## src/rtl/core/i2cmbs_pkg.sv

```systemverilog
// ----------------------------------------------------------------------------
// I2C master bit sequencer package
// Shared types and constants: item kinds, command codes, phase codes and the
// phase delays in microseconds.
// ----------------------------------------------------------------------------
package i2cmbs_pkg;

    // Item kinds.
    localparam logic KIND_TICK = 1'b0;
    localparam logic KIND_CMD  = 1'b1;

    // Command codes. Codes six and seven mean nothing and are ignored.
    typedef enum logic [2:0] {
        OP_INIT  = 3'd0,
        OP_START = 3'd1,
        OP_STOP  = 3'd2,
        OP_WRITE = 3'd3,
        OP_READ  = 3'd4,
        OP_ACK   = 3'd5
    } t_op;

    // Phase codes within one command; their meaning depends on the command.
    typedef enum logic [3:0] {
        PH_0 = 4'd0,
        PH_1 = 4'd1,
        PH_2 = 4'd2,
        PH_3 = 4'd3,
        PH_4 = 4'd4,
        PH_5 = 4'd5
    } t_phase;

    // Widths of state fields.
    localparam int unsigned US_W   = 6;
    localparam int unsigned BIT_W  = 4;

    // Reset value of the ticks per microsecond register.
    localparam logic [7:0] TPU_RESET = 8'd8;

    // Last bit index of a byte.
    localparam logic [BIT_W-1:0] LAST_BIT = 4'd7;

    // Phase delays in microseconds.
    localparam logic [US_W-1:0] DLY_INIT = 6'd50;
    localparam logic [US_W-1:0] DLY_5    = 6'd5;
    localparam logic [US_W-1:0] DLY_4    = 6'd4;
    localparam logic [US_W-1:0] DLY_3    = 6'd3;
    localparam logic [US_W-1:0] DLY_2    = 6'd2;
    localparam logic [US_W-1:0] DLY_1    = 6'd1;

endpackage

```

## src/rtl/core/i2c_master_bit_sequencer.sv

```systemverilog
// ----------------------------------------------------------------------------
// I2C master bit sequencer
// Open-drain I2C master that walks SCL and SDA through timed phases. Items are
// ticks carrying the sampled SDA level, or commands (init, start, stop, write
// byte, read byte, send ack bit).
//
//   Channel  Direction  Handshake              Payload
//   in       input      i_in_valid/o_in_stall  kind, op, tx_byte, ack_bit, sda_in
//   out      output     o_out_valid/i_out_stall scl, sda, busy, done, ack, rx, rej
//   cfg      input      i_cfg_valid/o_cfg_ready ticks_per_us (8 bit)
//
// Each request passes an input register and a result register: its result is
// valid once it has moved from the input register into the result register,
// and one request is taken every cycle while the output does not stall.
// The sequencer state is updated in the same cycle the input register moves
// into the result register. Reset is synchronous, clears the valid bits of
// both registers and resets all sequencer state. A stall on the output holds the
// result register, then the input register, then pushes back on the input.
// ----------------------------------------------------------------------------
module i2c_master_bit_sequencer (
    input  logic       i_clk,
    input  logic       i_rst_n,
    // Item channel.
    input  logic       i_in_valid,
    output logic       o_in_stall,
    input  logic       i_kind,
    input  logic [2:0] i_op,
    input  logic [7:0] i_tx_byte,
    input  logic       i_ack_bit,
    input  logic       i_sda_in,
    // Result channel.
    output logic       o_out_valid,
    input  logic       i_out_stall,
    output logic       o_scl_level,
    output logic       o_sda_level,
    output logic       o_busy_res,
    output logic       o_done_res,
    output logic       o_ack_received,
    output logic [7:0] o_rx_byte,
    output logic       o_rejected,
    // Configuration channel.
    input  logic       i_cfg_valid,
    output logic       o_cfg_ready,
    input  logic [7:0] i_cfg_data
);

    localparam int unsigned US_W  = i2cmbs_pkg::US_W;
    localparam int unsigned BIT_W = i2cmbs_pkg::BIT_W;

    // Configuration register.
    logic [7:0] r_tpu;

    // Input register.
    logic       r_in_valid;
    logic       r_in_kind;
    logic [2:0] r_in_op;
    logic [7:0] r_in_tx;
    logic       r_in_ack;
    logic       r_in_sda;

    // Sequencer state.
    logic [2:0]       r_active_op, n_active_op;
    logic [3:0]       r_phase, n_phase;
    logic [BIT_W-1:0] r_bit_idx, n_bit_idx;
    logic [7:0]       r_shift, n_shift;
    logic [US_W-1:0]  r_us_left, n_us_left;
    logic [7:0]       r_sub, n_sub;
    logic             r_scl, n_scl;
    logic             r_sda, n_sda;
    logic             r_busy, n_busy;
    logic             r_ack_flag, n_ack_flag;
    logic [7:0]       r_read_res, n_read_res;

    // Result register.
    logic r_out_valid;
    logic r_res_done, n_done;
    logic r_res_rej, n_rej;

    // Pipeline control.
    logic w_adv;
    logic w_in_take;

    // Tick arithmetic.
    logic [7:0]      w_rate;
    logic [7:0]      w_sub_inc;
    logic [US_W-1:0] w_us_dec;
    logic [7:0]      w_shift_up;
    logic            w_fin;

    // Move from the input register to the result register when it can drain.
    assign w_adv     = r_in_valid && (!r_out_valid || !i_out_stall);
    assign o_in_stall = r_in_valid && !w_adv;
    assign w_in_take = i_in_valid && !o_in_stall;
    assign o_cfg_ready = 1'b1;

    // Configuration write.
    always_ff @(posedge i_clk) begin
        if (!i_rst_n) begin
            r_tpu <= i2cmbs_pkg::TPU_RESET;
        end else if (i_cfg_valid && o_cfg_ready) begin
            r_tpu <= i_cfg_data;
        end
    end

    // Input register.
    always_ff @(posedge i_clk) begin
        if (!i_rst_n) begin
            r_in_valid <= 1'b0;
        end else if (w_in_take) begin
            r_in_valid <= 1'b1;
        end else if (w_adv) begin
            r_in_valid <= 1'b0;
        end
    end

    always_ff @(posedge i_clk) begin
        if (w_in_take) begin
            r_in_kind <= i_kind;
            r_in_op   <= i_op;
            r_in_tx   <= i_tx_byte;
            r_in_ack  <= i_ack_bit;
            r_in_sda  <= i_sda_in;
        end
    end

    // Microsecond timebase: a zero rate counts as one tick per microsecond.
    assign w_rate     = (r_tpu == 8'd0) ? 8'd1 : r_tpu;
    assign w_sub_inc  = r_sub + 8'd1;
    assign w_us_dec   = (r_us_left != '0) ? (r_us_left - US_W'(1)) : r_us_left;
    assign w_shift_up = {r_shift[6:0], 1'b0};

    // Next sequencer state for the request leaving the input register.
    always_comb begin
        n_active_op = r_active_op;
        n_phase     = r_phase;
        n_bit_idx   = r_bit_idx;
        n_shift     = r_shift;
        n_us_left   = r_us_left;
        n_sub       = r_sub;
        n_scl       = r_scl;
        n_sda       = r_sda;
        n_busy      = r_busy;
        n_ack_flag  = r_ack_flag;
        n_read_res  = r_read_res;
        n_done      = 1'b0;
        n_rej       = 1'b0;
        w_fin       = 1'b0;

        if (w_adv) begin
            if (r_in_kind == i2cmbs_pkg::KIND_CMD) begin
                if (r_busy) begin
                    n_rej = 1'b1;
                end else if (r_in_op <= i2cmbs_pkg::OP_ACK) begin
                    // Opening drive changes of a command.
                    n_phase     = i2cmbs_pkg::PH_0;
                    n_bit_idx   = '0;
                    n_sub       = '0;
                    n_active_op = r_in_op;
                    n_busy      = 1'b1;
                    case (i2cmbs_pkg::t_op'(r_in_op))
                        i2cmbs_pkg::OP_INIT: begin
                            n_scl     = 1'b0;
                            n_sda     = 1'b1;
                            n_us_left = i2cmbs_pkg::DLY_INIT;
                        end
                        i2cmbs_pkg::OP_START: begin
                            n_sda     = 1'b1;
                            n_us_left = i2cmbs_pkg::DLY_1;
                        end
                        i2cmbs_pkg::OP_STOP: begin
                            n_sda     = 1'b0;
                            n_us_left = i2cmbs_pkg::DLY_1;
                        end
                        i2cmbs_pkg::OP_WRITE: begin
                            n_shift   = r_in_tx;
                            n_sda     = r_in_tx[7];
                            n_us_left = i2cmbs_pkg::DLY_1;
                        end
                        i2cmbs_pkg::OP_READ: begin
                            n_sda     = 1'b1;
                            n_shift   = '0;
                            n_us_left = i2cmbs_pkg::DLY_1;
                        end
                        default: begin
                            n_sda     = r_in_ack;
                            n_us_left = i2cmbs_pkg::DLY_3;
                        end
                    endcase
                end
            end else if (r_busy) begin
                // A tick: count toward one microsecond.
                n_sub = w_sub_inc;
                if (w_sub_inc >= w_rate || w_sub_inc == 8'd0) begin
                    n_sub     = '0;
                    n_us_left = w_us_dec;
                    if (w_us_dec == '0) begin
                        // End of the current phase.
                        case (r_active_op)
                            i2cmbs_pkg::OP_START: begin
                                case (r_phase)
                                    i2cmbs_pkg::PH_0: begin
                                        n_scl = 1'b1; n_phase = i2cmbs_pkg::PH_1;
                                        n_us_left = i2cmbs_pkg::DLY_5;
                                    end
                                    i2cmbs_pkg::PH_1: begin
                                        n_sda = 1'b0; n_phase = i2cmbs_pkg::PH_2;
                                        n_us_left = i2cmbs_pkg::DLY_5;
                                    end
                                    i2cmbs_pkg::PH_2: begin
                                        n_scl = 1'b0; n_phase = i2cmbs_pkg::PH_3;
                                        n_us_left = i2cmbs_pkg::DLY_2;
                                    end
                                    default: w_fin = 1'b1;
                                endcase
                            end
                            i2cmbs_pkg::OP_STOP: begin
                                case (r_phase)
                                    i2cmbs_pkg::PH_0: begin
                                        n_scl = 1'b1; n_phase = i2cmbs_pkg::PH_1;
                                        n_us_left = i2cmbs_pkg::DLY_5;
                                    end
                                    i2cmbs_pkg::PH_1: begin
                                        n_sda = 1'b1; n_phase = i2cmbs_pkg::PH_2;
                                        n_us_left = i2cmbs_pkg::DLY_4;
                                    end
                                    default: w_fin = 1'b1;
                                endcase
                            end
                            i2cmbs_pkg::OP_WRITE: begin
                                case (r_phase)
                                    i2cmbs_pkg::PH_0: begin
                                        n_scl = 1'b1; n_phase = i2cmbs_pkg::PH_1;
                                        n_us_left = i2cmbs_pkg::DLY_5;
                                    end
                                    i2cmbs_pkg::PH_1: begin
                                        n_scl = 1'b0;
                                        if (r_bit_idx < i2cmbs_pkg::LAST_BIT) begin
                                            // Next data bit goes out with SCL low.
                                            n_bit_idx = r_bit_idx + BIT_W'(1);
                                            n_shift   = w_shift_up;
                                            n_sda     = w_shift_up[7];
                                            n_phase   = i2cmbs_pkg::PH_0;
                                            n_us_left = i2cmbs_pkg::DLY_1;
                                        end else begin
                                            n_phase   = i2cmbs_pkg::PH_2;
                                            n_us_left = i2cmbs_pkg::DLY_2;
                                        end
                                    end
                                    i2cmbs_pkg::PH_2: begin
                                        n_sda = 1'b1; n_phase = i2cmbs_pkg::PH_3;
                                        n_us_left = i2cmbs_pkg::DLY_2;
                                    end
                                    i2cmbs_pkg::PH_3: begin
                                        n_scl = 1'b1; n_phase = i2cmbs_pkg::PH_4;
                                        n_us_left = i2cmbs_pkg::DLY_5;
                                    end
                                    i2cmbs_pkg::PH_4: begin
                                        // Slave acknowledges by holding SDA low.
                                        n_ack_flag = !r_in_sda;
                                        n_scl      = 1'b0;
                                        n_phase    = i2cmbs_pkg::PH_5;
                                        n_us_left  = i2cmbs_pkg::DLY_2;
                                    end
                                    default: w_fin = 1'b1;
                                endcase
                            end
                            i2cmbs_pkg::OP_READ: begin
                                case (r_phase)
                                    i2cmbs_pkg::PH_0: begin
                                        n_scl = 1'b0; n_phase = i2cmbs_pkg::PH_1;
                                        n_us_left = i2cmbs_pkg::DLY_5;
                                    end
                                    i2cmbs_pkg::PH_1: begin
                                        n_scl = 1'b1; n_phase = i2cmbs_pkg::PH_2;
                                        n_us_left = i2cmbs_pkg::DLY_3;
                                    end
                                    i2cmbs_pkg::PH_2: begin
                                        n_shift   = {r_shift[6:0], r_in_sda};
                                        n_phase   = i2cmbs_pkg::PH_3;
                                        n_us_left = i2cmbs_pkg::DLY_2;
                                    end
                                    i2cmbs_pkg::PH_3: begin
                                        if (r_bit_idx < i2cmbs_pkg::LAST_BIT) begin
                                            n_bit_idx = r_bit_idx + BIT_W'(1);
                                            n_phase   = i2cmbs_pkg::PH_0;
                                            n_us_left = i2cmbs_pkg::DLY_1;
                                        end else begin
                                            n_scl     = 1'b0;
                                            n_phase   = i2cmbs_pkg::PH_4;
                                            n_us_left = i2cmbs_pkg::DLY_2;
                                        end
                                    end
                                    default: begin
                                        n_read_res = r_shift;
                                        w_fin      = 1'b1;
                                    end
                                endcase
                            end
                            i2cmbs_pkg::OP_ACK: begin
                                case (r_phase)
                                    i2cmbs_pkg::PH_0: begin
                                        n_scl = 1'b1; n_phase = i2cmbs_pkg::PH_1;
                                        n_us_left = i2cmbs_pkg::DLY_5;
                                    end
                                    i2cmbs_pkg::PH_1: begin
                                        n_scl = 1'b0; n_phase = i2cmbs_pkg::PH_2;
                                        n_us_left = i2cmbs_pkg::DLY_2;
                                    end
                                    default: w_fin = 1'b1;
                                endcase
                            end
                            default: w_fin = 1'b1;
                        endcase

                        // Command complete.
                        if (w_fin) begin
                            n_busy  = 1'b0;
                            n_phase = i2cmbs_pkg::PH_0;
                            n_done  = 1'b1;
                        end
                    end
                end
            end
        end
    end

    // Sequencer state registers.
    always_ff @(posedge i_clk) begin
        if (!i_rst_n) begin
            r_active_op <= '0;
            r_phase     <= i2cmbs_pkg::PH_0;
            r_bit_idx   <= '0;
            r_shift     <= '0;
            r_us_left   <= '0;
            r_sub       <= '0;
            r_scl       <= 1'b1;
            r_sda       <= 1'b1;
            r_busy      <= 1'b0;
            r_ack_flag  <= 1'b0;
            r_read_res  <= '0;
        end else begin
            r_active_op <= n_active_op;
            r_phase     <= n_phase;
            r_bit_idx   <= n_bit_idx;
            r_shift     <= n_shift;
            r_us_left   <= n_us_left;
            r_sub       <= n_sub;
            r_scl       <= n_scl;
            r_sda       <= n_sda;
            r_busy      <= n_busy;
            r_ack_flag  <= n_ack_flag;
            r_read_res  <= n_read_res;
        end
    end

    // Result register valid.
    always_ff @(posedge i_clk) begin
        if (!i_rst_n) begin
            r_out_valid <= 1'b0;
        end else if (w_adv) begin
            r_out_valid <= 1'b1;
        end else if (!i_out_stall) begin
            r_out_valid <= 1'b0;
        end
    end

    // Per-request flags of the result; the rest of the result is the live state.
    always_ff @(posedge i_clk) begin
        if (w_adv) begin
            r_res_done <= n_done;
            r_res_rej  <= n_rej;
        end
    end

    // The state only changes on w_adv, so it stays with the held result.
    assign o_out_valid    = r_out_valid;
    assign o_scl_level    = r_scl;
    assign o_sda_level    = r_sda;
    assign o_busy_res     = r_busy;
    assign o_done_res     = r_res_done;
    assign o_ack_received = r_ack_flag;
    assign o_rx_byte      = r_read_res;
    assign o_rejected     = r_res_rej;

    // A rejected command leaves the sequencer busy.
    a_rej_busy: assert property (@(posedge i_clk) disable iff (!i_rst_n)
        (r_out_valid && r_res_rej) |-> r_busy)
        else $error("rejected result while sequencer idle");

    // A finished command leaves the sequencer idle.
    a_done_idle: assert property (@(posedge i_clk) disable iff (!i_rst_n)
        (r_out_valid && r_res_done) |-> !r_busy)
        else $error("done result while sequencer busy");

    // Only a command taken from the input register starts a sequence.
    a_busy_start: assert property (@(posedge i_clk) disable iff (!i_rst_n)
        $rose(r_busy) |-> $past(w_adv && (r_in_kind == i2cmbs_pkg::KIND_CMD)))
        else $error("sequencer became busy without a command");

    // No delay is pending while idle.
    a_idle_delay: assert property (@(posedge i_clk) disable iff (!i_rst_n)
        !r_busy |-> (r_us_left == '0))
        else $error("delay pending while idle");

endmodule
```

## config.mk

```make
export PLATFORM = sky130hd
export DESIGN_NAME = i2c_master_bit_sequencer
export DESIGN_NICKNAME = d
export VERILOG_FILES = /design/src/rtl/core/i2cmbs_pkg.sv /design/src/rtl/core/i2c_master_bit_sequencer.sv
export SDC_FILE = /design/constraint.sdc
export NUM_CORES = 1
export LEC_CHECK = 0
export ABC_AREA = 1
export ABC_CLOCK_PERIOD_IN_PS = 5400
export BUFFER_PORTS_ARGS = -buffer_cell sky130_fd_sc_hd__buf_2
export CORE_UTILIZATION = 40
export CTS_BUF_LIST = sky130_fd_sc_hd__clkbuf_4 sky130_fd_sc_hd__clkbuf_8 sky130_fd_sc_hd__clkbuf_16
export DETAILED_ROUTE_END_ITERATION = 8
export PLACE_DENSITY = 0.61
export SYNTH_ARGS = -nofsm -noshare
export SYNTH_HDL_FRONTEND = slang
export SYNTH_SLANG_ARGS = --single-unit
```

## constraint.sdc

```tcl
create_clock -name i_clk -period 5.4 [get_ports i_clk]
set_input_delay 0.27 -clock i_clk [delete_from_list [all_inputs] [get_ports i_clk]]
set_output_delay 0.27 -clock i_clk [all_outputs]
set_load 0.01 [all_outputs]
```

==> flow_summary.toml, run 1 <==
[timing]
tightestPinTransition_ns = 0.7856
max_clock_freq_mhz = 352.2
setup_viol = 0
hold-worst-slack_ns = 0.08357
fin_crit_sh_pct = 52.58
finalHoldViolCount = 0
slew_headroom_pct = 47.63
drv_slew = 0
skew_ns = 0.01133
tns_ns = 0
rsz0062_at_grt = "false"
period_needed_ns = 2.839

[clock_tree]
clock_latency_ns = 0.35
path_clk_slew_ns = 0.09
cts_tree = "done"
clk_path_buf_depth = 2
ctsHoldBuffers = 0
tritoncts.num_buffers = 9
cts_num_sinks = 70
ctsResizeCount = 0
cts_root_buffer = "clkbuf_8"
htree_num_levels = 3
postCtsSetupBuffers = 0

[layout]
layout-drive-gt1-share_pct = 15.09
fill_cells = 1099
area_growth_pct = 11.36
layout.nets = 692
stdcell_area_um2 = 4686
fin_util_pct = 45.59
antenna_cells = 0

[detailed_routing]
met3_wirelength_um = 422
drt-total-wl_um = 10420
routedLengthMet1_um = 4748
route.detailed.drc = 0
drt_iter0_markers = 319
top_layer_used = "met4"
wire_per_inst_um = 13.15
ant_nets = 0
first_pass_iters = 4
drt-vias-per-instance = 4.977
num_vias = 3942
route.met2.wl_um = 5031

[synthesis]
syn_inst = 614
synth-seq-cells = 70
syn-num-nets = 655
seq_area_frac_synth_pct = 37.11
yosys_warnings = 0
synth.distinct_cells = 38
syn_area_um2 = 4208
syn_avg_cell_area_um2 = 6.853

[placed_design]
dp_hpwl_um = 7753
finalWeightedCongestion = 0.8596
placed_area_um2 = 4502
io_buffers = 42

[pwr]
total_power_mw = 1.187
power.leakage_nw = 2.290
power.density_nw_per_um2 = 253.2
ir_drop_v = 0.0001785

[floorplan]
die_h_um = 104.6
core_area_um2 = 10280
ios = 44
start_util_pct = 40.94
rows = 37
die_w_um = 104.6
die_area_um2 = 10930

[worst_setup_path]
cp.required_ns = 5.65
worst_setup_path_end_kind = "register"
worstPathArrival_ns = 3.09
worstSetupStartpointType = "register"
cp_max_fo = 29
criticalPathCategory = "register to register"

[global_route]
antenna_found_initial = 0
first_global_vias = 3673
grt-ovfl-total = 0
grt_max_degree = 42
grt_usage_pct = 20.10
grt_first_pass_wirelength_um = 17410

[outcome]
status = "completed"

[min_path]
hold_path_class = "input port to register"

[job]
maxCapViolCount = 0
## power breakdown
group	switching [mW]	total (mW)	internal [mW]
Combinational	0.137	0.203	0.0655
Clock	0.235	0.412	0.177
Sequential	0.0149	0.572	0.557
## synthesized netlist by cell type, drive strengths merged
cell	instances	area share [%]
nand2	148	14
nor2	101	9.4
inv	92	8.2
dfxtp	54	26
nand3	48	6.5
o21ai	42	5.0
a21oi	35	4.3
edfxtp	16	11
ha	14	4.2
nand4	11	2.0
buf	10	1.8
a211oi	9	2.6
clkbuf	8	0.80
nor3	6	0.83
nand3b	4	0.71
o211ai	4	0.71
a31oi	3	0.45
o21a	2	0.36
xor2	2	0.42
a41o	1	0.24
clkinv	1	0.12
conb	1	0.089
nor4	1	0.15
o21bai	1	0.18
## per-stage QoR
step / cells / setup slack (ns)
6_report: 792 / 2.561
5_1_grt: 792 / 2.169
4_1_cts: 792 / 2.555
3_5_place_dp: 776 / 2.546
3_3_place_gp: 776 / 2.571
2_1_floorplan: 614 / 3.096
## worst max-delay path, stage by stage (launching register included)
cell and delay (ns):
edfxtp_1 0.33, buf_4 0.26, inv_1 0.41, a21oi_1 0.28
inv_1 0.11, a211oi_4 0.19, buf_4 0.37, nand2_2 0.14
nand2_1 0.42, inv_1 0.08, nand2_1 0.07, nand2_1 0.05
## flip-flops by register name (all words and copies together) (netlist names)
| register | flops |
|---|---|
| o_ack_received | 1 |
| o_busy_res | 1 |
| o_done_res | 1 |
| o_out_valid | 1 |
| o_rejected | 1 |
| o_rx_byte | 8 |
| o_scl_level | 1 |
| o_sda_level | 1 |
| r_active_op | 3 |
| r_bit_idx | 4 |
| r_in_ack | 1 |
| r_in_kind | 1 |
| r_in_op | 3 |
| r_in_sda | 1 |
| r_in_tx | 8 |
| r_in_valid | 1 |
| r_phase | 3 |
| r_shift | 8 |
| r_sub | 8 |
| r_tpu | 8 |
| r_us_left | 6 |
## path summary, 6_finish.rpt
kind / startpoint / end / slack [ns] / cells after the start
min: i_tx_byte[6] / r_in_tx[6] / 0.08 / 1
max reg2reg: r_in_kind / r_us_left[2] / 2.56 / 11
min reg2reg: o_ack_received / o_ack_received / 0.46 / 2
max: r_in_kind / r_us_left[2] / 2.56 / 11
## placed cells by master (no fill, tap or decap), types with 2 or more instances in the layout
cell type	n
a211oi_2	7
a21oi_1	34
a31oi_1	3
buf_2	42
buf_4	2
clkbuf_8	9
dfxtp_1	54
edfxtp_1	16
ha_1	14
inv_1	86
inv_2	6
inv_6	4
nand2_1	137
nand2_2	10
nand3_1	43
nand3_2	4
nand3b_1	4
nand4_1	10
nor2_1	96
nor2_2	4
nor3_1	5
o211ai_1	4
o21a_1	2
o21ai_0	42
xor2_1	2
## layer usage
layer,global-route usage [%],up-vias
li1,-,2055
met1,24.88,1766
met2,34.39,102
met3,3.244,19
met4,8.673,0
met5,0,-
## final cells by class
cell class                      count  area [um2]  share of cell area (%)
Clock inverter                      7       60.06                   1.282
Sequential cell                    70        1562                   33.32
Tap cell                          136       170.2                   3.632
Inverter                           93       350.3                   7.477
Timing Repair Buffer               44       225.2                   4.806
Multi-Input combinational cell    433        2195                   46.84
Clock buffer                        9       123.9                   2.644
## cell families after synthesis
family	Yosys count	share of synthesized area, %
other cells	1	0.08912
xor+xnor	2	0.4164
simple gates	319	33.57
flops	70	37.11
fa+ha+maj	14	4.163
buf+inv	111	10.91
compound gates	97	13.74
Power figures use the tool's default switching activity.
==> run 2: changes to the inputs <==
--- a/config.mk
+++ b/config.mk
@@ -5,13 +5,13 @@
 export SDC_FILE = /design/constraint.sdc
 export NUM_CORES = 1
 export LEC_CHECK = 0
-export ABC_AREA = 1
-export ABC_CLOCK_PERIOD_IN_PS = 5400
+export ABC_AREA = 0
+export ABC_CLOCK_PERIOD_IN_PS = 2500
 export BUFFER_PORTS_ARGS = -buffer_cell sky130_fd_sc_hd__buf_2
 export CORE_UTILIZATION = 40
 export CTS_BUF_LIST = sky130_fd_sc_hd__clkbuf_4 sky130_fd_sc_hd__clkbuf_8 sky130_fd_sc_hd__clkbuf_16
 export DETAILED_ROUTE_END_ITERATION = 8
-export PLACE_DENSITY = 0.61
+export PLACE_DENSITY = 0.63
 export SYNTH_ARGS = -nofsm -noshare
 export SYNTH_HDL_FRONTEND = slang
 export SYNTH_SLANG_ARGS = --single-unit
==> constraint.sdc (replaced) <==
create_clock -name i_clk -period 2.5 [get_ports i_clk]
set_input_delay 0.125 -clock i_clk [delete_from_list [all_inputs] [get_ports i_clk]]
set_output_delay 0.125 -clock i_clk [all_outputs]
set_load 0.01 [all_outputs]
==> run 2 against run 1 <==
  * Die area rose by 2.6%
  * The run now ends with setup timing left
  * Largest power group unchanged
  * Clock-buffer cell count did not move
  * Hold slack got worse by 0.054 ns
  * Largest cell class unchanged
==> flow_summary.toml, run 2 <==
[layout]
seq_area_um2 = 1577
fill_cells = 947
layout_common_cells = "buf_4, dfxtp_1, buf_2"
stdcell_count = 714
antenna_cells = 0
layout-drive-gt1-share_pct = 31.31
area_growth_pct = 31.62
layout.nets = 614
multiInputGateArea_um2 = 2823
final_common_cell = "buf_4"

[clock_tree]
cts_tree = "done"
tritoncts.num_buffers = 9
cts_root_buffer = "clkbuf_8"
clock_latency_ns = 0.35
cts_num_sinks = 70
htree_num_levels = 3
clk_path_buf_depth = 2
path_clk_slew_ns = 0.09

[timing]
period_needed_ns = 2.691
fin_crit_sh_pct = 107.6
tns_ns = -4.057
skew_ns = 0.01468
slew_headroom_pct = 49.84
setup_viol = 42
setup_ws_ns = -0.1911
max_clock_freq_mhz = 371.6
finalHoldViolCount = 0
tightestPinTransition_ns = 0.7478
rsz0062_at_grt = "true"
drv_slew = 0

[detailed_routing]
route.detailed.drc = 0
num_vias = 4006
drt_iter0_markers = 233
ant_nets = 0
drt-vias-per-instance = 5.611
drt-total-wl_um = 11590
wire_per_inst_um = 16.23
first_pass_iters = 4

[synthesis]
synth_top_cell_area_share_pct = 25.02
yosys_warnings = 0
async_flop_share_pct = 0
synth.distinct_cells = 86
synth_ff_type = "dfxtp_1"
synth_commonest_cells = "dfxtp_1, nand2_1, nor2b_1"
synth_edf_count = 16
synth_most_common_cell = "dfxtp_1"
syn_inst = 475
synth-seq-cells = 70
syn_area_um2 = 4320
seq_area_frac_synth_pct = 36.14
synth_area_leaders = "dfxtp_1, edfxtp_1, mux2i_1, ha_1, nor2b_1"
yosysTopAreaCell = "dfxtp_1"
syn_avg_cell_area_um2 = 9.096
syn-num-nets = 516

[min_path]
whs_path_depth = 3
hold_path_class = "input port to register"

[worst_setup_path]
worstPathArrival_ns = 2.93
cp.depth = 10
cp_common_cell = "ha_4"
worstSetupStartpointType = "register"
r2r_cells = 10
crit_family = "compound AO/OA/AOI/OAI gates"
crit_buf_inv = 0
crit_chain = "ha_4, nand3_4, xnor2_2, ha_4, or4_4, a21oi_4, o31ai_4, a221oi_4, nor3_4, o221a_1"
cp_max_fo = 8
criticalPathCategory = "register to register"
slowest_stage = "or4_4"
cpPeakStageDelay_ns = 0.52
worst_setup_path_end_kind = "register"
cp.required_ns = 2.74

[floorplan]
start_util_pct = 41.48
core_area_um2 = 10420
ios = 44
rows = 37
die_area_um2 = 11220
die_h_um = 105.9
die_w_um = 105.9

[placed_design]
dp.cells = 674
io_buffers = 42
finalWeightedCongestion = 0.9444
dp_hpwl_um = 8116

[pwr]
power.density_nw_per_um2 = 437.2
total_power_mw = 2.486
power.leakage_nw = 2.267
ir_drop_v = 0.0003366

[global_route]
grt_max_degree = 32
grt_usage_pct = 21.26
grt-ovfl-total = 0
first_global_vias = 3930
antenna_found_initial = 0
grt_first_pass_wirelength_um = 18970

[outcome]
failed_checks = "setup timing"
status = "finished with violations"

[job]
maxCapViolCount = 0
-- run 2: changes by cell type after synthesis, moves of 8 or more --
cell | before | now
a211oi_2 | 8 | 0
a21oi_1 | 34 | 18
a221o_1 | 0 | 8
clkbuf_1 | 7 | 19
inv_1 | 86 | 18
mux2i_1 | 0 | 25
nand2_1 | 137 | 38
nand2_2 | 10 | 2
nand3_1 | 43 | 23
nor2_1 | 96 | 27
nor2b_1 | 0 | 28
o21ai_0 | 42 | 9
xnor2_1 | 0 | 9
-- run 2: power breakdown --
group          switching [mW]  internal (mW)
Clock                   0.518          0.397
Sequential             0.0283           1.18
Combinational           0.190          0.169
Total                   0.736           1.75
-- run 2: kinds of logic (layout without fill, tap and decap cells) --
logic type	Yosys count	count (layout)	synth area share (%)
buffers and inverters	52	154	5.010
other	1	1	0.08680
adder cells (fa/ha/maj)	15	15	4.286
AND/OR/NAND/NOR	174	175	22.24
flip-flops	70	70	36.14
XOR/XNOR	15	15	3.041
AO/OA/AOI/OAI	120	120	22.56
multiplexers	28	28	6.632
-- run 2: what timing repair did --
action | 4_1_cts | 5_1_grt
endpoints found under the setup margin | 42 | 42
resized for setup | 33 | 23
pin swaps | 21 | 24
gates cloned | 1 | 0
hold endpoints to repair | 16 | 0
hold buffers | 16 | 0
buffers inserted | 7 | 5
-- run 2: path summary, 6_finish.rpt --
kind / slack [ns] / to / startpoint
worst max-delay path: -0.19 / r_shift[4] / r_sub[0]
worst min-delay path: 0.03 / r_tpu[4] / i_cfg_data[4]
worst max register to register: -0.19 / r_shift[4] / r_sub[0]
worst min register to register: 0.49 / r_bit_idx[1] / r_bit_idx[1]
-- run 2: per-layer routing --
metal,up-vias,track usage (%),routed length (um)
met5,-,0,0
met4,0,5.853,202
met3,14,3.311,474
li1,1963,-,-
met1,1923,27.42,5147
met2,106,36.79,5765
-- run 2: worst min-delay path, cell delays in order --
cell	delay [ns]
buf_2	0.07
mux2i_1	0.05
nor2b_1	0.09
-- run 2: area by class of cell --
class                      count  area share, %
inverter                      19          1.254
clock buffer                   9          2.178
tap                          136          2.992
multi-input combinational    354          49.64
clock inverter                 7          1.254
sequential                    70          27.72
timing repair buffer         119          14.96
-- run 2: per-stage QoR --
stage / util, % / worst slack, ns / area [um2] / hold slack (ns)
after detailed placement: 48.18 / -0.2317 / 5019 / 0.3031
final: 54.59 / -0.1911 / 5687 / 0.02935
after floorplan: - / -0.1137 / 4374 / 0.2239
after global routing: 54.59 / -0.2799 / 5687 / 0.02623
after CTS: 53.29 / -0.1879 / 5550 / 0.01201
after global placement: 48.18 / -0.1389 / 5019 / 0.3017
